**src/rtl/tsa_pkg.sv**
```systemverilog
// ----------------------------------------------------------------------------
// tsa_pkg
// Shared types and field widths for the TLS slot allocator.
// ----------------------------------------------------------------------------
package tsa_pkg;

    localparam int CMD_W      = 2;
    localparam int SLOT_FLD_W = 8;
    localparam int VALUE_W    = 32;
    localparam int INDEX_W    = 6;

    // slave side: tdata = {write_value, slot}, 40 bits; tuser = cmd
    localparam int S_TDATA_W  = 40;
    localparam int S_TUSER_W  = CMD_W;
    // master side: tdata = {read_value, slot_index, ok}, padded to 40 bits
    localparam int M_TDATA_W  = 40;

    typedef enum logic [CMD_W-1:0] {
        CMD_ALLOC = 2'd0,
        CMD_FREE  = 2'd1,
        CMD_GET   = 2'd2,
        CMD_SET   = 2'd3
    } t_cmd;

endpackage

```
**src/rtl/tls_slot_allocator_core.sv**
```systemverilog
// ----------------------------------------------------------------------------
// tls_slot_allocator_core
// Bitmap slot allocator: allocate lowest free slot, free, get and set of a
// 32-bit value per slot.
//
//  channel   dir  tdata (low bit up)                     tuser  tlast
//  s_axis    in   slot[7:0], write_value[39:8]           cmd    -
//  m_axis    out  ok[0], slot_index[6:1], read_value[38:7] -    -
//
//  One transaction per cycle sustained while the sink keeps tready high; input
//  register with value-RAM read, then decode/update into the output register.
//  The value RAM's single read port sets the first stage.
//  Synchronous active-low reset clears in-use and value-valid bits at once
//  and holds tready low; no clearing pass. A stalled output holds the item
//  in the input stage and upstream stalls only once both stages are full.
// ----------------------------------------------------------------------------
module tls_slot_allocator_core
    import tsa_pkg::*;
#(
    parameter int SLOTS = 64
) (
    input  logic                 i_clk,
    input  logic                 i_rst_n,
    // slave side
    input  logic                 i_s_axis_tvalid,
    output logic                 o_s_axis_tready,
    input  logic [S_TDATA_W-1:0] i_s_axis_tdata,  // slot[7:0], write_value[39:8]
    input  logic [S_TUSER_W-1:0] i_s_axis_tuser,  // cmd[1:0]
    // master side
    output logic                 o_m_axis_tvalid,
    input  logic                 i_m_axis_tready,
    output logic [M_TDATA_W-1:0] o_m_axis_tdata   // ok[0], slot_index[6:1], read_value[38:7], 0
);

    localparam int SLOT_W = (SLOTS > 1) ? $clog2(SLOTS) : 1;

    // input stage
    logic                  r_a_valid;
    t_cmd                  r_cmd;
    logic [SLOT_FLD_W-1:0] r_slot;
    logic [VALUE_W-1:0]    r_wval;

    // slot state
    logic [SLOTS-1:0]      r_in_use;
    logic [SLOTS-1:0]      r_val_ok;
    logic [SLOTS-1:0]      n_in_use;
    logic [SLOTS-1:0]      n_val_ok;

    // output stage
    logic                  r_out_valid;
    logic                  r_ok;
    logic [INDEX_W-1:0]    r_index;
    logic [VALUE_W-1:0]    r_rval;
    logic                  n_ok;
    logic [INDEX_W-1:0]    n_index;
    logic [VALUE_W-1:0]    n_rval;

    logic                  s_fire;
    logic                  a_adv;
    logic                  in_range_s;
    logic                  in_range_a;
    logic [SLOT_W-1:0]     idx_a;
    logic [SLOT_W-1:0]     rd_addr;
    logic [VALUE_W-1:0]    rd_data;
    logic                  wr_en;
    logic                  any_free;
    logic [SLOT_W-1:0]     grant;
    logic [8:0]            grant_ext;

    assign a_adv           = r_a_valid && (!r_out_valid || i_m_axis_tready);
    assign o_s_axis_tready = i_rst_n && (!r_a_valid || a_adv);
    assign s_fire          = i_s_axis_tvalid && o_s_axis_tready;

    assign in_range_s = {1'b0, i_s_axis_tdata[SLOT_FLD_W-1:0]} < 9'(SLOTS);
    assign rd_addr    = in_range_s ? i_s_axis_tdata[SLOT_W-1:0] : '0;

    assign in_range_a = {1'b0, r_slot} < 9'(SLOTS);
    assign idx_a      = r_slot[SLOT_W-1:0];
    assign wr_en      = a_adv && (r_cmd == CMD_SET) && in_range_a;

    tsa_value_ram #(
        .DEPTH  (SLOTS),
        .ADDR_W (SLOT_W)
    ) u_ram (
        .i_clk     (i_clk),
        .i_wr_en   (wr_en),
        .i_wr_addr (idx_a),
        .i_wr_data (r_wval),
        .i_rd_en   (s_fire),
        .i_rd_addr (rd_addr),
        .o_rd_data (rd_data)
    );

    tsa_alloc_enc #(
        .SLOTS  (SLOTS),
        .SLOT_W (SLOT_W)
    ) u_enc (
        .i_in_use   (r_in_use),
        .o_any_free (any_free),
        .o_grant    (grant)
    );

    assign grant_ext = 9'(grant);

    // decode and state update for the item in the input stage
    always_comb begin
        n_in_use = r_in_use;
        n_val_ok = r_val_ok;
        n_ok     = 1'b0;
        n_index  = '0;
        n_rval   = '0;
        case (r_cmd)
            CMD_ALLOC: begin
                if (any_free) begin
                    n_in_use[grant] = 1'b1;
                    // invalid entry reads as zero: clears the value
                    n_val_ok[grant] = 1'b0;
                    n_ok            = 1'b1;
                    n_index         = grant_ext[INDEX_W-1:0];
                end
            end
            CMD_FREE: begin
                if (in_range_a && r_in_use[idx_a]) begin
                    n_in_use[idx_a] = 1'b0;
                    n_ok            = 1'b1;
                end
            end
            CMD_GET: begin
                if (in_range_a) begin
                    n_ok   = 1'b1;
                    n_rval = r_val_ok[idx_a] ? rd_data : '0;
                end
            end
            CMD_SET: begin
                if (in_range_a) begin
                    n_val_ok[idx_a] = 1'b1;
                    n_ok            = 1'b1;
                end
            end
            default: begin
                n_ok = 1'b0;
            end
        endcase
    end

    always_ff @(posedge i_clk) begin
        if (!i_rst_n) begin
            r_a_valid   <= 1'b0;
            r_out_valid <= 1'b0;
            r_in_use    <= '0;
            r_val_ok    <= '0;
        end else begin
            if (s_fire) begin
                r_a_valid <= 1'b1;
            end else if (a_adv) begin
                r_a_valid <= 1'b0;
            end
            if (a_adv) begin
                r_out_valid <= 1'b1;
                r_in_use    <= n_in_use;
                r_val_ok    <= n_val_ok;
            end else if (i_m_axis_tready) begin
                r_out_valid <= 1'b0;
            end
        end
    end

    always_ff @(posedge i_clk) begin
        if (s_fire) begin
            r_cmd  <= t_cmd'(i_s_axis_tuser);
            r_slot <= i_s_axis_tdata[SLOT_FLD_W-1:0];
            r_wval <= i_s_axis_tdata[SLOT_FLD_W +: VALUE_W];
        end
        if (a_adv) begin
            r_ok    <= n_ok;
            r_index <= n_index;
            r_rval  <= n_rval;
        end
    end

    assign o_m_axis_tvalid = r_out_valid;
    assign o_m_axis_tdata  = {(M_TDATA_W - 1 - INDEX_W - VALUE_W)'(0), r_rval, r_index, r_ok};

    // slot state only moves when a transaction leaves the input stage
    a_state_hold: assert property (@(posedge i_clk) disable iff (!i_rst_n)
        !a_adv |=> $stable(r_in_use) && $stable(r_val_ok))
        else $error("slot state changed without a transaction");

    a_wr_in_range: assert property (@(posedge i_clk) disable iff (!i_rst_n)
        wr_en |-> (in_range_a && r_a_valid))
        else $error("value write outside slot range");

    a_alloc_free_slot: assert property (@(posedge i_clk) disable iff (!i_rst_n)
        (a_adv && (r_cmd == CMD_ALLOC) && any_free) |-> !r_in_use[grant])
        else $error("allocate granted a slot in use");

    a_result_source: assert property (@(posedge i_clk) disable iff (!i_rst_n)
        $rose(o_m_axis_tvalid) |-> $past(r_a_valid))
        else $error("result without a pending transaction");

endmodule

```
**src/rtl/tsa_value_ram.sv**
```systemverilog
// ----------------------------------------------------------------------------
// tsa_value_ram
// Slot value store: one write port, one registered read port, write-first
// on an address collision so a read sees the value written at the same edge.
// ----------------------------------------------------------------------------
module tsa_value_ram
    import tsa_pkg::*;
#(
    parameter int DEPTH  = 64,
    parameter int ADDR_W = 6
) (
    input  logic               i_clk,
    input  logic               i_wr_en,
    input  logic [ADDR_W-1:0]  i_wr_addr,
    input  logic [VALUE_W-1:0] i_wr_data,
    input  logic               i_rd_en,
    input  logic [ADDR_W-1:0]  i_rd_addr,
    output logic [VALUE_W-1:0] o_rd_data
);

    logic [VALUE_W-1:0] r_mem [DEPTH];
    logic [VALUE_W-1:0] r_rd_data;

    always_ff @(posedge i_clk) begin
        if (i_wr_en) begin
            r_mem[i_wr_addr] <= i_wr_data;
        end
        if (i_rd_en) begin
            if (i_wr_en && (i_wr_addr == i_rd_addr)) begin
                r_rd_data <= i_wr_data;
            end else begin
                r_rd_data <= r_mem[i_rd_addr];
            end
        end
    end

    assign o_rd_data = r_rd_data;

endmodule

```
**src/rtl/tsa_alloc_enc.sv**
```systemverilog
// ----------------------------------------------------------------------------
// tsa_alloc_enc
// First-free search: lowest slot whose in-use bit is clear.
// ----------------------------------------------------------------------------
module tsa_alloc_enc
    import tsa_pkg::*;
#(
    parameter int SLOTS  = 64,
    parameter int SLOT_W = 6
) (
    input  logic [SLOTS-1:0]  i_in_use,
    output logic              o_any_free,
    output logic [SLOT_W-1:0] o_grant
);

    always_comb begin
        o_any_free = 1'b0;
        o_grant    = '0;
        // scan downwards so the lowest free slot wins
        for (int i = SLOTS - 1; i >= 0; i--) begin
            if (!i_in_use[i]) begin
                o_any_free = 1'b1;
                o_grant    = SLOT_W'(i);
            end
        end
    end

endmodule

```
**config.mk**
```make
export PLATFORM = sky130hd
export DESIGN_NAME = tls_slot_allocator_core
export DESIGN_NICKNAME = d
export VERILOG_FILES = /design/src/rtl/tsa_pkg.sv /design/src/rtl/tls_slot_allocator_core.sv /design/src/rtl/tsa_value_ram.sv /design/src/rtl/tsa_alloc_enc.sv
export SDC_FILE = /design/constraint.sdc
export NUM_CORES = 2
export LEC_CHECK = 0
export CAP_MARGIN = 20
export CORE_MARGIN = 2
export CORE_UTILIZATION = 65
export CTS_CLUSTER_SIZE = 24
export DETAILED_ROUTE_END_ITERATION = 16
export DONT_BUFFER_PORTS = 1
export PLACE_DENSITY_LB_ADDON = 0.25
export SLEW_MARGIN = 5
export SYNTH_ARGS = -nofsm -noshare
export SYNTH_HDL_FRONTEND = slang
export SYNTH_SLANG_ARGS = --single-unit
```
**constraint.sdc**
```tcl
create_clock -name i_clk -period 5.3 [get_ports i_clk]
set_input_delay 0.53 -clock i_clk [delete_from_list [all_inputs] [get_ports i_clk]]
set_output_delay 0.53 -clock i_clk [all_outputs]
set_load 0.1 [all_outputs]
```
==> summary.md <==
| Metric | Value |
|---|---|
| Fillers | 7639 |
| Unrepaired setup endpoints after global routing | false |
| Final #Nets | 5042 |
| Sink Count | 2291 |
| Clock-pin transition on the worst setup and hold timing paths | 70 ps |
| Clock Latency Late Sink | 870 ps |
| CP Launch Type | flip-flop |
| Crit-path cells | nand2b_1 > nand4_1 > or4_2 > buf_4 > nand2_4 > nor4_1 > nor4_2 |
| Maxcap violations | 0 |
| Outcome | completed |
| Crit Path Category | reg -> reg |
| Leakage power | 30.3 nW |
| Vias in the first global route | 49900 |
| Via count | 51100 |
| Multi-input gate area | 20300 um2 |
| Area of the die | 140000 um2 |
| Initial core utilization | 0.656 |
| Sequential Area | 67500 um2 |
| Total wire length | 247000 um |
| Max Fclk | 234 MHz |
| Final Core Density | 0.729 |
| Post-synthesis cell area | 89000 um2 |
| CTS buffer count | 210 |
| Syn Nets | 4929 |
| Max Fanout on Critical Path | 34 |
| Crit. End Element | flip-flop |
| Most Used Layer, Global Route | met2 |
| Crit-path max cell delay | 1040 ps |
| Most frequent cell after synthesis | edfxtp_1 |
| Core Area | 136000 um2 |
| Hold Crit Depth | 3 |
| CTS Buffer Depth | 3 |
| 1st-iter DRT viols | 8691 |
| Post-route antenna net violation count | 0 |
| Grt met1 use | 0.489 |
| FFs w/ async S/R, synth | 0 |
| Worst R2R Path Depth | 7 |
| Yosys top cell area share | 0.729 |
| Worst EP arrival | 4830 ps |
| Sequential share of the synthesized area | 0.759 |
| Commonest cells post-synth | edfxtp_1 (2161), a21oi_1 (293), mux4_2 (265) |
| GR Overflow Total | 0 |
| GR met2 Demand/Resource | 0.534 |
| DR vias/cell | 7.36 |
| HP Class | in -> reg |
| DPL Wire Length | 135000 um |
| CP max stage cell | nor4_1 |
| Post-Syn Instances | 4883 |
| Post-synth top area cell | edfxtp_1 |
| PortBufs | 0 |
| Core Rows | 135 |
| CP top delay family | simple AND/OR/NAND/NOR gates |
| Pwr Density | 363 nW/um2 |
| Global Route met3 Usage | 0.0854 |
| CP required | 5860 ps |
| Drt wl/cell | 35.5 um |
| Die height | 374 um |
| Layout cells sized above 1 | 0.173 |
| Post-synth EDFFs | 2161 |
| Hold slack | 34.6 ps |
| Die Span X | 374 um |
| Crit path buffers/inverters | 1 |
| Area growth, synth to finish | 11.1% |
| H-tree depth | 4 |
| Final worst slack | 1030 ps |
| Final Hold Fails | 0 |
| Final Slew Violations | 0 |
| Global Route Usage Sum | 0.353 |
| Initial antenna violation count | 10 |
| Final GP Congestion | 1.01 |
| Non-filler cells, final | 6947 |
| Final TNS setup | 0 ps |
| Average size of a mapped cell | 18.2 um2 |
| Largest cells by area after synthesis | edfxtp_1 (73%), mux4_2 (6.7%), mux2i_1 (2.9%), dfxtp_1 (2.9%), o221ai_1 (2.5%) |
| CTS tree | yes |
| YS warnings | 0 |
| Drt drc | 0 |
| Maximum number of pins on one net before global-route repair | 263 |
| DR pass1 iterations | 7 |
| Worst relative slew slack | 0.202 |
| Slew @ Worst Pin | 1200 ps |
| Yosys reg bits | 2291 |
| Post-layout min period | 4270 ps |
| Final setup viols | 0 |
| Power, Total | 35.9 mW |
| Distinct cells, synth | 89 |
| I/O pin count | 88 |
| Root Driver | clkbuf_16 |
| Clk_skew | 28.7 ps |
| Cells after DPL | 6517 |
| Placement Setup Slack | 945 ps |
| Ys flop type | edfxtp_1 |
| Final period utilization | 0.805 |
| First-pass GRT wire length | 352000 um |
| Cell depth of the worst setup path | 7 |
| Resized cells post-CTS | 0 |
| VDD IR max | 0.347 mV |
| Post-DP Area | 91800 um2 |
| Design area | 98900 um2 |
what timing repair did:
action,CTS,global route
endpoints found under the setup margin,0,0
buffers inserted,0,0
endpoints found under the hold margin,171,0
hold buffers,47,0
placed cells by master, fill, tap and decap left out, drive strengths merged, types with 26 or more instances in the layout:
master	netlist	final
edfxtp	2161	2161
a21oi	293	293
mux4	265	265
clkbuf	196	265
mux2i	261	261
o221ai	255	255
buf	144	195
o21ai	182	182
nor2	153	153
dfxtp	130	130
nor4	102	102
a22o	97	97
clkinv	1	93
nand2	82	82
a22oi	77	77
nand3	74	74
dlygate4sd3	0	46
and2	40	40
nand4	32	32
or4	32	32
inv	21	27
o311ai	26	26
worst paths after layout:
kind	from	slack [ps]	to
worst max-delay path	o_m_axis_tvalid	1030	u_ram.o_rd_data[10]
worst min-delay path	i_rst_n	30	r_in_use[5]
worst max register to register	o_m_axis_tvalid	1030	u_ram.o_rd_data[10]
worst min register to register	r_in_use[62]	510	r_in_use[62]
registers in the layout, indices dropped and copies added, names as in the netlist:
register and cells:
o_m_axis_tvalid 1, r_a_valid 1, r_cmd 2, r_in_use 64
r_index 6, r_ok 1, r_rval 32, r_slot 8
r_val_ok 64, r_wval 32, u_ram.o_rd_data 32, u_ram.r_mem 2048
kinds of logic after synthesis:
logic type / after synthesis / synth area share
xor+xnor: 3 / 0.000295
buf+inv: 362 / 0.0195
mux: 542 / 0.0985
compound gates: 1091 / 0.0859
other cells: 1 / 0.0000421
flops: 2291 / 0.759
simple gates: 593 / 0.0373
tightest hold or removal path, delay by kind of cell:
family	cells	cell delay, ps
simple gates	1	40
compound gates	2	280
metal layers:
metal  part of all wire  routed length (um)
met1               0.35               87700
met2               0.46              114000
met3               0.13               31500
met4              0.056               13800
met5            0.00015                  38
cell type report:
| class | count | area share |
|---|---|---|
| inverter | 22 | 0.000835 |
| timing repair buffer | 241 | 0.0221 |
| tap | 1781 | 0.0225 |
| multi-input combinational | 2230 | 0.206 |
| clock inverter | 116 | 0.00989 |
| antenna | 1 | 0.0000253 |
| clock buffer | 265 | 0.0565 |
| sequential | 2291 | 0.683 |
report_power, final:
group          internal (mW)  switching [mW]  leakage [nW]
combinational          0.397           0.926          6.58
clock                   8.12            6.52          3.20
sequential              19.8           0.152          20.5
total                   28.3            7.60          30.3
Note: power is estimated with default switching activity, not from simulation.
